File: config.mk
export PLATFORM = sky130hd
export DESIGN_NAME = hmf_ctrl
export DESIGN_NICKNAME = d
export VERILOG_FILES = /design/src/hw/rtl/hmf_pkg.sv /design/src/hw/rtl/hmf_ctrl.sv
export SDC_FILE = /design/constraint.sdc
export NUM_CORES = 1
export LEC_CHECK = 0
export BUFFER_PORTS_ARGS = -buffer_cell sky130_fd_sc_hd__buf_2
export CELL_PAD_IN_SITES_DETAIL_PLACEMENT = 1
export CELL_PAD_IN_SITES_GLOBAL_PLACEMENT = 1
export CORE_MARGIN = 2
export CORE_UTILIZATION = 35
export CTS_CLUSTER_DIAMETER = 30
export DETAILED_ROUTE_END_ITERATION = 12
export PLACE_DENSITY = 0.77
export SLEW_MARGIN = 30
export SYNTH_ARGS = -nofsm -noshare
export SYNTH_HDL_FRONTEND = slang
export SYNTH_SLANG_ARGS = --single-unit
export TNS_END_PERCENT = 5
File: constraint.sdc
create_clock -name clock -period 3.32 [get_ports clock]
set_input_delay 0.664 -clock clock [delete_from_list [all_inputs] [get_ports clock]]
set_output_delay 0.664 -clock clock [all_outputs]
set_load 0.02 [all_outputs]
File: src/hw/rtl/hmf_pkg.sv
`default_nettype none
// ----------------------------------------------------------------------------
// hmf_pkg
// Shared types, constants and helpers of the Hill-type muscle force step.
// ----------------------------------------------------------------------------
package hmf_pkg;

   localparam int CSR_AW = 5;
   localparam int CSR_DW = 32;

   localparam logic signed [33:0] Q_ONE        = 34'sd65536;
   localparam logic signed [33:0] SLACK_LEN    = 34'sd91750;
   localparam logic signed [31:0] ACTIVE_LO    = 32'sd32768;
   localparam logic signed [31:0] ACTIVE_HI    = 32'sd98304;
   localparam logic signed [31:0] ACTIVE_FLOOR = 32'sd7;
   localparam logic signed [31:0] ACTIVE_ONE   = 32'sd65536;
   localparam logic signed [31:0] VN_FLOOR     = -32'sd65536;
   localparam logic signed [31:0] S32_MAX      = 32'sh7FFF_FFFF;
   localparam logic signed [31:0] S32_MIN      = 32'sh8000_0000;

   typedef enum logic [2:0] {
      R_MAX_FORCE, R_OPT_LEN, R_MAX_VEL, R_TAU_RISE,
      R_TAU_FALL, R_SHAPE_SHORT, R_SHAPE_LONG, R_LONG_ASYM
   } reg_idx_type;

   typedef enum logic [4:0] {
      ST_LN, ST_VEL, ST_VN, ST_RATE, ST_ACTM, ST_SLK, ST_ACTV,
      ST_RATIO, ST_SUB, ST_ASV, ST_FVL, ST_T, ST_FVS,
      ST_P1, ST_P2, ST_P3, ST_P4
   } step_type;

   typedef struct packed {
      logic [30:0] max_force;
      logic [30:0] optimal_length;
      logic [30:0] max_velocity;
      logic [30:0] tau_rise;
      logic [30:0] tau_fall;
      logic [30:0] shape_short;
      logic [30:0] shape_long;
      logic [30:0] long_asymptote;
   } cfg_type;

   typedef struct packed {
      logic     load;
      logic     start;
      step_type step;
      logic     commit;
   } cmd_type;

   typedef struct packed {
      logic done;
      logic rest;
      logic vn_low;
      logic vn_pos;
   } stat_type;

   function automatic logic is_div(input step_type s);
      logic r;
      case (s) inside
         ST_LN, ST_VEL, ST_VN, ST_RATE, ST_RATIO, ST_FVL, ST_T, ST_FVS: r = 1'b1;
         default: r = 1'b0;
      endcase
      return r;
   endfunction

   function automatic logic signed [31:0] sat32(input logic signed [65:0] x);
      logic signed [31:0] r;
      if (x > 66'sh0_7FFF_FFFF)       r = S32_MAX;
      else if (x < -66'sh0_8000_0000) r = S32_MIN;
      else                            r = x[31:0];
      return r;
   endfunction

   function automatic logic signed [33:0] ext34(input logic signed [31:0] x);
      return {{2{x[31]}}, x};
   endfunction

   function automatic logic signed [33:0] ext34u(input logic [30:0] x);
      return {3'b000, x};
   endfunction

   function automatic logic signed [65:0] ext66(input logic signed [31:0] x);
      return {{34{x[31]}}, x};
   endfunction

endpackage
`default_nettype wire

File: src/hw/rtl/hmf_ctrl.sv
`default_nettype none
// ----------------------------------------------------------------------------
// hmf_ctrl
// Sequencer: walks the datapath through the divide/multiply steps of a tick.
// ----------------------------------------------------------------------------
module hmf_ctrl (
   input  wire logic              clock,
   input  wire logic              reset,
   input  wire logic              req_valid,
   output      logic              req_ready,
   output      logic              rsp_valid,
   input  wire logic              rsp_ready,
   output      hmf_pkg::cmd_type  cmd,
   input  wire hmf_pkg::stat_type stat
);
   import hmf_pkg::*;

   typedef enum logic [1:0] {C_IDLE, C_ISSUE, C_WAIT, C_OUT} state_type;

   state_type state_ff;
   step_type  step_ff;
   logic      rsp_valid_ff;
   step_type  step_next;
   logic      commit;

   assign req_ready  = (state_ff == C_IDLE);
   assign rsp_valid  = rsp_valid_ff;
   assign commit     = (state_ff == C_OUT) && (!rsp_valid_ff || rsp_ready);
   assign cmd.load   = req_valid && req_ready;
   assign cmd.start  = (state_ff == C_ISSUE);
   assign cmd.step   = step_ff;
   assign cmd.commit = commit;

   always_comb begin
      unique case (step_ff)
         ST_LN:    step_next = ST_VEL;
         ST_VEL:   step_next = ST_VN;
         ST_VN:    step_next = ST_RATE;
         ST_RATE:  step_next = ST_ACTM;
         ST_ACTM:  step_next = ST_SLK;
         ST_SLK:   step_next = ST_ACTV;
         // velocity factor branch: shortening past max velocity (stays zero), lengthening, shortening
         ST_ACTV:  step_next = stat.vn_low ? ST_P1 : (stat.vn_pos ? ST_RATIO : ST_T);
         ST_RATIO: step_next = ST_SUB;
         ST_SUB:   step_next = ST_ASV;
         ST_ASV:   step_next = ST_FVL;
         ST_FVL:   step_next = ST_P1;
         ST_T:     step_next = ST_FVS;
         ST_FVS:   step_next = ST_P1;
         ST_P1:    step_next = ST_P2;
         ST_P2:    step_next = ST_P3;
         ST_P3:    step_next = ST_P4;
         ST_P4:    step_next = ST_LN;
         default:  step_next = ST_LN;
      endcase
   end

   always_ff @(posedge clock) begin
      if (reset) begin
         state_ff     <= C_IDLE;
         step_ff      <= ST_LN;
         rsp_valid_ff <= 1'b0;
      end else begin
         if (commit)         rsp_valid_ff <= 1'b1;
         else if (rsp_ready) rsp_valid_ff <= 1'b0;
         unique case (state_ff)
            C_IDLE: begin
               if (req_valid) begin
                  state_ff <= C_ISSUE;
                  step_ff  <= ST_LN;
               end
            end
            C_ISSUE: state_ff <= C_WAIT;
            C_WAIT: begin
               if (stat.done) begin
                  if ((step_ff == ST_LN && stat.rest) || step_ff == ST_P4) begin
                     state_ff <= C_OUT;
                  end else begin
                     state_ff <= C_ISSUE;
                     step_ff  <= step_next;
                  end
               end
            end
            C_OUT: begin
               if (commit) state_ff <= C_IDLE;
            end
            default: state_ff <= C_IDLE;
         endcase
      end
   end

endmodule
`default_nettype wire

; After elaboration in Yosys (flattened, before gate mapping)
; Index checks and enable logic that the tools add are counted.
[word_totals]
regBits = 8
in_bits = 8
[classes]
n_eq_ne = 23
n_mux = 14
reduce_logical = 13
[ops]
columns = operator, count
row1 = 5-bit one-hot mux with 15 select lines, 1
row2 = 5-bit by 4-bit equality test with 1-bit output (second input constant), 8
row3 = 5-bit by 3-bit equality test with 1-bit output (second input constant), 4
row4 = 5-bit two-way mux, 3
row5 = 5-bit by 2-bit equality test with 1-bit output (second input constant), 2
row6 = 5-bit one-hot mux with 2 select lines, 1
row7 = 2-bit two-way mux, 4
row8 = 4-bit two-way mux, 2
row9 = 2-bit != test (second input constant), 4
row10 = 2-bit one-hot mux with 4 select lines, 1
row11 = 5-bit by 1-bit equality test with 1-bit output (second input constant), 1
row12 = 5-bit equality test (second input constant), 1
row13 = 5-bit zero test, 1
row14 = 2-bit equality test (second input constant), 2
row15 = 4-bit AND reduction, 1
row16 = 2-bit nonzero test, 2
row17 = 1-bit logical AND, 3
row18 = 3-bit AND reduction, 1
row19 = 2-bit by 1-bit equality test with 1-bit output (second input constant), 1
row20 = 2-bit zero test, 1
row21 = 1-bit logical OR, 2
row22 = 1-bit two-way mux, 2
row23 = 2-bit OR reduction, 1
row24 = 1-bit zero test, 1

; Logic depth before layout (Yosys ltp)
; Gate-level depths: netlist of the first run.
[depth]
word_depth = 6
ltp_mapped = 5
mapped_depth_nobuf = 4

; Least setup slack after synthesis of the first run
; OpenSTA, ideal clock, no wires.
[synth_path]
path_type = reg2out
startpoint = register state_ff[0]
endpoint = output port cmd[7] in the netlist's numbering
arrival_ns = 1.086
required_ns = 2.656
slack_ns = 1.570
path_stages_with_launch = 4
path_cell_list = dfxtp_1 -> clkbuf_1 -> nor2_1 -> and2_1
[synth_lines]
columns = item, line_no
row1 = start: declaration, hmf_ctrl.sv:20  ; state_type state_ff;
row2 = start signal: assignment, hmf_ctrl.sv:60  ; state_ff <= C_IDLE;
row3 = start signal: assignment, hmf_ctrl.sv:69  ; state_ff <= C_ISSUE;
row4 = start signal: assignment, hmf_ctrl.sv:73  ; C_ISSUE: state_ff <= C_WAIT;
row5 = end: declaration, hmf_ctrl.sv:13  ; output hmf_pkg::cmd_type cmd,

==> results of run 1 <==
-- cell usage after synthesis (all sizes together) --
master	number	area (um2)
nand2b	1	6.260
o2bb2ai	1	8.760
a32o	1	10.01
nor2b	2	12.51
a22oi	1	7.510
a211o	1	8.760
mux2i	2	20.02
o2111ai	1	8.760
nand2	2	7.510
nor3b	1	7.510
and2	1	6.260
nor4	1	21.27
o32ai	1	8.760
buf	3	23.77
nor2	8	30.03
o21ai	4	23.77
dfxtp	8	160.2
nand4b	1	8.760
inv	4	15.01
nand4	1	6.260
nand3b	1	7.510
a211oi	1	7.510
a21o	2	15.01
mux2	2	22.52
a21oi	5	28.78
clkbuf	1	3.750
-- where the power goes --
part | internal (uW) | switching, uW
clock | 41.4 | 34.1
sequential | 98.6 | 5.66
combinational | 14.9 | 19.8
total | 155 | 59.6
-- logic make-up (layout without fill, tap and decap cells) --
family | count (synthesis) | in the layout | synth area share (%)
buf+inv | 8 | 24 | 8.738
mux | 4 | 4 | 8.740
flops | 8 | 8 | 32.90
compound gates | 18 | 18 | 26.22
simple gates | 19 | 19 | 23.40
-- final cells by class --
cell class	count	share of cell area, %
inverters	4	2.564
multi-input cells	41	48.50
flip-flops and latches	8	27.35
repair buffers	17	14.53
clock buffers	3	3.846
well taps	15	3.205
-- layer usage --
layer | part of all wire (%) | vias to the layer above | routed length [um] | GRT usage [%]
met4 | 0.32 | 0 | 4 | 2.419
met3 | 3.6 | 2 | 45 | 9.574
met5 | 0 | - | 0 | 0
met2 | 52 | 11 | 649 | 28.91
met1 | 44 | 231 | 543 | 20.83
li1 | - | 242 | - | -
-- worst min-delay path, delay by kind of cell (launching register included) --
kind / cells / cell delay (ps)
flops: 1 / 330
buf+inv: 1 / 70
compound gates: 1 / 80
-- metrics by stage --
stage	utilization, %	hold WS, ps
6_report	45.00	532.5
5_1_grt	45.00	586.7
4_1_cts	45.00	543.5
3_5_place_dp	43.27	532.8
3_3_place_gp	43.27	517.9
2_1_floorplan	-	584.7
-- registers in the layout, summed over array words and instances (netlist names) --
| signal | count |
|---|---|
| rsp_valid | 1 |
| state_ff | 2 |
| step_ff | 5 |
-- path summary, 6_finish.rpt --
kind	startpoint	end	slack (ps)	depth (start not counted)
worst max-delay path	rsp_ready	cmd[0]	1410	4
worst max register to register	step_ff[1]	state_ff[1]	1920	4
worst min register to register	step_ff[4]	step_ff[4]	530	2
worst min-delay path	step_ff[4]	step_ff[4]	530	2
==> flow_metrics.py, run 1 <==
metrics = {
    "placed_design": {
        "dp_slack_ps": 1404,
        "hpwlAfterDp_um": 968.4,
        "place_congestion": 0.7322,
        "dpl.cell_count": 85,
        "placed_cell_area_um2": 563.0,
        "io_buffer_count": 17,
    },
    "setup_path": {
        "crit_arrival_ps": 1250,
        "cp_slowest_cell": "nor2b_1",
        "worstPathMaxFanout": 4,
        "path_common_cell": "buf_2",
        "crit_type": "in -> out",
        "crit_path_end_kind": "output pin",
        "crit_chain": "buf_2, nor2b_1, nor2_1, buf_2",
        "path_delay_family": "simple AND/OR/NAND/NOR gates",
        "start_kind": "primary input",
        "required_ps": 2660,
        "slowest_delay_ps": 240,
        "critPathBufInv": 2,
    },
    "clock_tree": {
        "cts_made_buffers": 3,
        "clock-sinks": 8,
        "root_buffer": "clkbuf_4",
        "cts_tree": "built",
        "path_clk_slew_ps": 50,
        "clkLatencyLatePin_ps": 260,
        "clockBufferDepth": 2,
        "htree_levels": 1,
        "cts_resized": 0,
        "postCtsSetupBuffers": 0,
        "ctsHoldBuffers": 0,
    },
    "global_routing": {
        "antenna_found_initial": 0,
        "grt_pass1_wl_mm": 1.869,
        "grt_max_degree": 11,
        "grt-ovfl-total": 0,
        "grt_pass1_vias": 422,
        "grt_use_total_pct": 17.70,
    },
    "sta": {
        "clock_skew_ps": 8.077,
        "fmax_mhz": 523.8,
        "hold_viol": 0,
        "final-setup-viol-count": 0,
        "post-route-period-util_pct": 57.50,
        "setup_ws_ps": 1411,
        "drv_slew": 0,
        "setup_tns_ps": 0,
        "relSlewSlack_pct": 76.18,
        "period_minus_slack_ps": 1909,
        "tightest_slew_ps": 356.8,
        "rsz0062_at_grt": "false",
    },
    "drt": {
        "wl_mm": 1.243,
        "drc": 0,
        "wl_per_cell_um": 14.13,
        "drt_iter0_drc": 8,
        "ant_nets": 0,
        "viasPerCell": 5.523,
        "dr.pass1.iters": 4,
        "vias": 486,
    },
    "synthesis": {
        "yosysUniqueCellTypes": 30,
        "netlist_area_um2": 486.7,
        "ys_warn_count": 0,
        "yosysSeqAreaShare_pct": 32.90,
        "syn_nets": 65,
        "yosys_register_bits": 8,
        "syn_area_per_cell_um2": 8.539,
        "syn_inst": 57,
    },
    "pwr": {
        "p_leak_uw": 0.0002544,
        "ir_drop_v": 0.0002253,
        "cellPowerDensity_mw_per_mm2": 366.4,
        "p_total_uw": 214.5,
    },
    "die": {
        "core_area_mm2": 0.001301,
        "start_util_pct": 37.40,
        "dieHeight_um": 41.29,
        "die_w_um": 41.29,
        "pin_count": 18,
        "die_area_mm2": 0.001705,
        "fp-row-count": 13,
    },
    "layout": {
        "antennaDiodeCount": 0,
        "multi_input_area_um2": 284.0,
        "fillerInstances": 179,
        "fin_nets": 83,
        "layout.cells.non_filler": 88,
        "seq_area_um2": 160.2,
        "layout-drive-gt1-share_pct": 34.25,
        "postLayoutCellArea_um2": 585.6,
        "final_common_cell": "buf_2",
        "layout_common_cells": "buf_2, nor2_1, dfxtp_1, a21oi_1, inv_1",
        "area_growth_pct": 20.31,
    },
    "run_status": {
        "status": "complete, no violations",
    },
    "run": {
        "maxCapViolations": 0,
    },
    "min_path": {
        "worstHoldPathType": "reg -> reg",
    },
}
(Power assumes the default switching activity.)
==> inputs of run 2 (changes only) <==
--- a/config.mk
+++ b/config.mk
@@ -8,11 +8,12 @@
 export BUFFER_PORTS_ARGS = -buffer_cell sky130_fd_sc_hd__buf_2
 export CELL_PAD_IN_SITES_DETAIL_PLACEMENT = 1
 export CELL_PAD_IN_SITES_GLOBAL_PLACEMENT = 1
+export CORE_ASPECT_RATIO = 1.25
 export CORE_MARGIN = 2
-export CORE_UTILIZATION = 35
+export CORE_UTILIZATION = 29
 export CTS_CLUSTER_DIAMETER = 30
 export DETAILED_ROUTE_END_ITERATION = 12
-export PLACE_DENSITY = 0.77
+export PLACE_DENSITY = 0.68
 export SLEW_MARGIN = 30
 export SYNTH_ARGS = -nofsm -noshare
 export SYNTH_HDL_FRONTEND = slang
==> constraint.sdc (replaced) <==
create_clock -name clock -period 1.6 [get_ports clock]
set_input_delay 0.32 -clock clock [delete_from_list [all_inputs] [get_ports clock]]
set_output_delay 0.32 -clock clock [all_outputs]
set_load 0.02 [all_outputs]
==> run 2 against run 1 <==
Setup slack got worse by 1300 ps; critical path type is now reg -> out; largest cell class unchanged; global-route usage decreased by 2.9 points; highest routed layer unchanged; first-iteration DRC count decreased by 88%; largest power group unchanged; sequential power increased by 110%.
==> flow_metrics.py, run 2 (same netlist as run 1, synthesis figures left out) <==
metrics = {
    "run_status": {
        "status": "complete, no violations",
    },
    "clock_tree": {
        "htree_levels": 1,
        "cts_tree": "built",
        "cts_made_buffers": 3,
        "root_buffer": "clkbuf_4",
        "path_clk_slew_ps": 60,
        "ctsHoldBuffers": 0,
        "cts_resized": 0,
        "clockBufferDepth": 2,
        "postCtsSetupBuffers": 0,
        "clock-sinks": 8,
        "clkLatencyLatePin_ps": 260,
    },
    "global_routing": {
        "grt_use_total_pct": 14.81,
        "grt_pass1_wl_mm": 1.987,
        "antenna_found_initial": 0,
        "grt_pass1_vias": 476,
        "grt-ovfl-total": 0,
        "grt_max_degree": 11,
    },
    "placed_design": {
        "hpwlAfterDp_um": 965.4,
        "place_congestion": 0.6597,
        "io_buffer_count": 17,
    },
    "die": {
        "dieHeight_um": 49.81,
        "fp-row-count": 16,
        "core_area_mm2": 0.001582,
        "die_w_um": 40.64,
        "pin_count": 18,
        "start_util_pct": 30.78,
        "die_area_mm2": 0.002024,
    },
    "setup_path": {
        "worstPathMaxFanout": 10,
        "crit_type": "reg -> out",
        "start_kind": "register",
        "crit_arrival_ps": 1170,
        "crit_path_end_kind": "output pin",
        "cp_slowest_cell": "dfxtp_1",
        "required_ps": 1280,
        "slowest_delay_ps": 490,
        "crit_chain": "nor2_1, and2_1, buf_2",
    },
    "drt": {
        "drt_iter0_drc": 1,
        "ant_nets": 0,
        "viasPerCell": 5.194,
        "wl_per_cell_um": 13.19,
        "dr.pass1.iters": 2,
        "drc": 0,
        "wl_mm": 1.227,
        "vias": 483,
    },
    "layout": {
        "layout-drive-gt1-share_pct": 36.00,
        "largest_register_ffs": 5,
        "layout_common_cells": "buf_2, nor2_1, dfxtp_1, a21oi_1, inv_1",
        "top_register": "step_ff",
        "fin_nets": 85,
        "final_common_cell": "buf_2",
        "area_growth_pct": 24.16,
        "antennaDiodeCount": 0,
    },
    "run": {
        "maxCapViolations": 0,
    },
    "sta": {
        "final-setup-viol-count": 0,
        "post-route-period-util_pct": 92.86,
        "rsz0062_at_grt": "false",
        "holdWs_ps": 302.9,
        "fmax_mhz": 673.1,
        "period_minus_slack_ps": 1486,
        "drv_slew": 0,
        "clock_skew_ps": 2.314,
        "setup_tns_ps": 0,
        "tightest_slew_ps": 301.3,
        "relSlewSlack_pct": 79.76,
        "hold_viol": 0,
    },
    "pwr": {
        "p_leak_uw": 0.0002652,
        "ir_drop_v": 0.0002592,
        "cellPowerDensity_mw_per_mm2": 744.2,
    },
    "min_path": {
        "worstHoldPathType": "in -> reg",
    },
}
[run 2: changes by cell type in the layout (fill, tap and decap cells not counted), sizes merged]
cell,before,now
buf,17,19
[run 2: final timing paths]
path,from,endpoint,slack [ps],cells after the start
max,state_ff[0],cmd[7],110,3
min,reset,state_ff[1],300,2
max reg2reg,step_ff[1],state_ff[1],240,4
min reg2reg,step_ff[4],step_ff[4],540,2
[run 2: routing by layer]
| layer | wire length (um) | global-route usage (%) | vias to the layer above |
|---|---|---|---|
| li1 | - | - | 241 |
| met1 | 485 | 14.72 | 227 |
| met2 | 663 | 24.60 | 13 |
| met3 | 69 | 2.703 | 2 |
| met4 | 9 | 11.67 | 0 |
| met5 | 0 | 0 | - |
[run 2: critical path: cells and delay by family, from the launching register on]
kind	cells	cell delay (ps)
simple gates	2	260
buf+inv	1	160
flops	1	490
[run 2: final cells by class]
class	count	area (um2)
fill	208	977.2
multi-input combinational	41	284.0
sequential	8	160.2
timing repair buffer	19	100.1
clock buffer	3	22.52
tap	18	22.52
inverter	4	15.01
[run 2: power breakdown]
part           switching [uW]  total [uW]  internal [uW]
logic                    43.3        76.6           33.2
registers                9.46         214            204
clock network            73.2         159           86.2
[run 2: metrics by stage]
stage	cells	total power, uW	instance area [um2]	setup slack (ps)	util (%)
final	93	449.8	604.3	114.3	38.21
after global routing	93	483.0	604.3	43.24	38.21
after CTS	93	461.1	604.3	81.05	38.21
after detailed placement	90	296.2	581.8	234.5	36.79
after global placement	90	295.4	581.8	270.1	36.79
after floorplan	57	265.5	486.7	194.4	-
==> inputs of run 3 (changes only) <==
--- a/config.mk
+++ b/config.mk
@@ -8,12 +8,12 @@
 export BUFFER_PORTS_ARGS = -buffer_cell sky130_fd_sc_hd__buf_2
 export CELL_PAD_IN_SITES_DETAIL_PLACEMENT = 1
 export CELL_PAD_IN_SITES_GLOBAL_PLACEMENT = 1
-export CORE_ASPECT_RATIO = 1.25
 export CORE_MARGIN = 2
-export CORE_UTILIZATION = 29
+export CORE_UTILIZATION = 32
 export CTS_CLUSTER_DIAMETER = 30
 export DETAILED_ROUTE_END_ITERATION = 12
-export PLACE_DENSITY = 0.68
+export HOLD_SLACK_MARGIN = 0.06
+export PLACE_DENSITY = 0.71
 export SLEW_MARGIN = 30
 export SYNTH_ARGS = -nofsm -noshare
 export SYNTH_HDL_FRONTEND = slang
==> constraint.sdc (replaced) <==
create_clock -name clock -period 1.4 [get_ports clock]
set_input_delay 0.28 -clock clock [delete_from_list [all_inputs] [get_ports clock]]
set_output_delay 0.28 -clock clock [all_outputs]
set_load 0.02 [all_outputs]
==> run 3 against run 2 <==
Routed wire length rose by 3.5%; clock-buffer cell count did not move; combinational power rose by 24%; via count rose by 3.1%; non-clock buffer count rose by 2; sequential power rose by 14%; utilization rose by 4.6 points; sequential cell count did not move; largest cell class unchanged; global-route usage rose by 0.82 points; final cell count did not move.
==> flow_metrics.py, run 3 (same netlist as run 1, synthesis figures left out) <==
metrics = {
    "run_status": {
        "status": "complete, no violations",
    },
    "sta": {
        "period_minus_slack_ps": 1360,
        "drv_slew": 0,
        "holdWs_ps": 255.7,
        "clock_skew_ps": 1.006,
        "final-setup-viol-count": 0,
        "tightest_slew_ps": 306.3,
        "setup_tns_ps": 0,
        "hold_viol": 0,
        "fmax_mhz": 735.5,
        "relSlewSlack_pct": 79.43,
        "post-route-period-util_pct": 97.12,
        "setup_ws_ps": 40.29,
    },
    "clock_tree": {
        "cts_tree": "built",
        "clockBufferDepth": 2,
        "path_clk_slew_ps": 50,
        "clkLatencyLatePin_ps": 250,
        "ctsHoldBuffers": 0,
        "clock-sinks": 8,
        "cts_made_buffers": 3,
        "root_buffer": "clkbuf_4",
        "htree_levels": 1,
    },
    "layout": {
        "layout-drive-gt1-share_pct": 41.56,
        "postLayoutCellArea_um2": 630.6,
        "largest_register_ffs": 5,
        "antennaDiodeCount": 0,
        "area_growth_pct": 29.56,
        "top_register": "step_ff",
        "fin_nets": 87,
        "layout_common_cells": "buf_2, nor2_1, dfxtp_1",
        "fillerInstances": 203,
        "final_common_cell": "buf_2",
    },
    "placed_design": {
        "place_congestion": 0.7269,
        "io_buffer_count": 17,
        "dp_slack_ps": 123.0,
        "placed_cell_area_um2": 586.8,
        "hpwlAfterDp_um": 984.2,
    },
    "die": {
        "dieHeight_um": 43,
        "die_area_mm2": 0.001849,
        "core_area_mm2": 0.001471,
        "fp-row-count": 14,
        "die_w_um": 43,
        "pin_count": 18,
        "start_util_pct": 33.08,
    },
    "global_routing": {
        "grt_pass1_wl_mm": 2.083,
        "grt-ovfl-total": 0,
        "grt_pass1_vias": 502,
        "grt_max_degree": 11,
        "antenna_found_initial": 0,
        "grt_use_total_pct": 15.63,
    },
    "setup_path": {
        "crit_arrival_ps": 1080,
        "crit_path_end_kind": "output pin",
        "required_ps": 1120,
        "reg2reg_depth": 4,
        "r2r-end": "state_ff[1]",
        "start_kind": "register",
        "worstPathMaxFanout": 10,
        "slowest_delay_ps": 360,
        "r2r_start": "step_ff[1]",
        "crit_type": "reg -> out",
        "cp_slowest_cell": "dfxtp_2",
        "regToRegSetupSlack_ps": 120,
        "crit_chain": "nor2_1, and2_1, buf_2",
    },
    "pwr": {
        "ir_drop_v": 0.0003297,
        "cellPowerDensity_mw_per_mm2": 819.3,
        "p_leak_uw": 0.0002762,
    },
    "min_path": {
        "min_to": "state_ff[1]",
        "hold_path_depth": 2,
        "min_from": "reset",
        "worstHoldPathType": "in -> reg",
    },
    "drt": {
        "drc": 0,
        "vias": 498,
        "wl_mm": 1.270,
        "drt_iter0_drc": 3,
        "ant_nets": 0,
        "dr.pass1.iters": 3,
        "wl_per_cell_um": 13.66,
        "viasPerCell": 5.355,
    },
    "run": {
        "maxCapViolations": 0,
    },
}
run 3: changes by cell type in the layout (fill, tap and decap cells not counted), sizes merged:
cell  delta
buf      +2
run 3: timing repair:
action / in CTS / in global routing
cloned: 0 / 0
gates resized for setup: 2 / 4
pin swaps: 0 / 1
setup endpoints to repair: 2 / 1
buffers inserted: 0 / 1
run 3: final cells by class:
cell class / instances / area, um2 / area share (%)
clock buffers: 3 / 22.52 / 3.571
multi-input cells: 41 / 286.5 / 45.44
repair buffers: 21 / 121.4 / 19.25
flip-flops and latches: 8 / 165.2 / 26.19
well taps: 16 / 20.02 / 3.175
inverters: 4 / 15.01 / 2.381
run 3: worst max path at each step:
stage	start	end	slack (ps)	depth (start not counted)
4_1_cts	state_ff[1]	cmd[0]	9	4
3_3_place_gp	step_ff[3]	state_ff[1]	160	4
3_5_place_dp	step_ff[3]	state_ff[1]	120	4
2_1_floorplan	step_ff[2]	state_ff[1]	7	5
6_report	state_ff[0]	cmd[7]	40	3
5_1_grt	state_ff[0]	cmd[7]	-30	3
run 3: worst max-delay path: cells and delay by family, from the launching register on:
family                 cells  cell delay, ps
DFF                        1             360
and+or+nand+nor            2             310
buffers and inverters      1             160
run 3: power by group:
part / internal (uW) / switching (uW)
Sequential: 234 / 10.5
Combinational: 42.6 / 52.7
Clock: 98.1 / 78.6
Total: 375 / 142
run 3: metrics by stage:
| step | power [uW] | util, % | std cells |
|---|---|---|---|
| after CTS | 526.1 | 41.58 | 92 |
| after global routing | 551.4 | 42.86 | 93 |
| after floorplan | 303.4 | - | 57 |
| final | 516.7 | 42.86 | 93 |
| after global placement | 335.5 | 39.88 | 89 |
| after detailed placement | 338.4 | 39.88 | 89 |
run 3: metal layers:
layer	track usage (%)	part of all wire [%]	up-vias
li1	-	-	247
met1	16.36	40	237
met2	27.88	54	12
met3	2.553	4.3	2
met4	10.91	1.3	0
met5	0	0	-
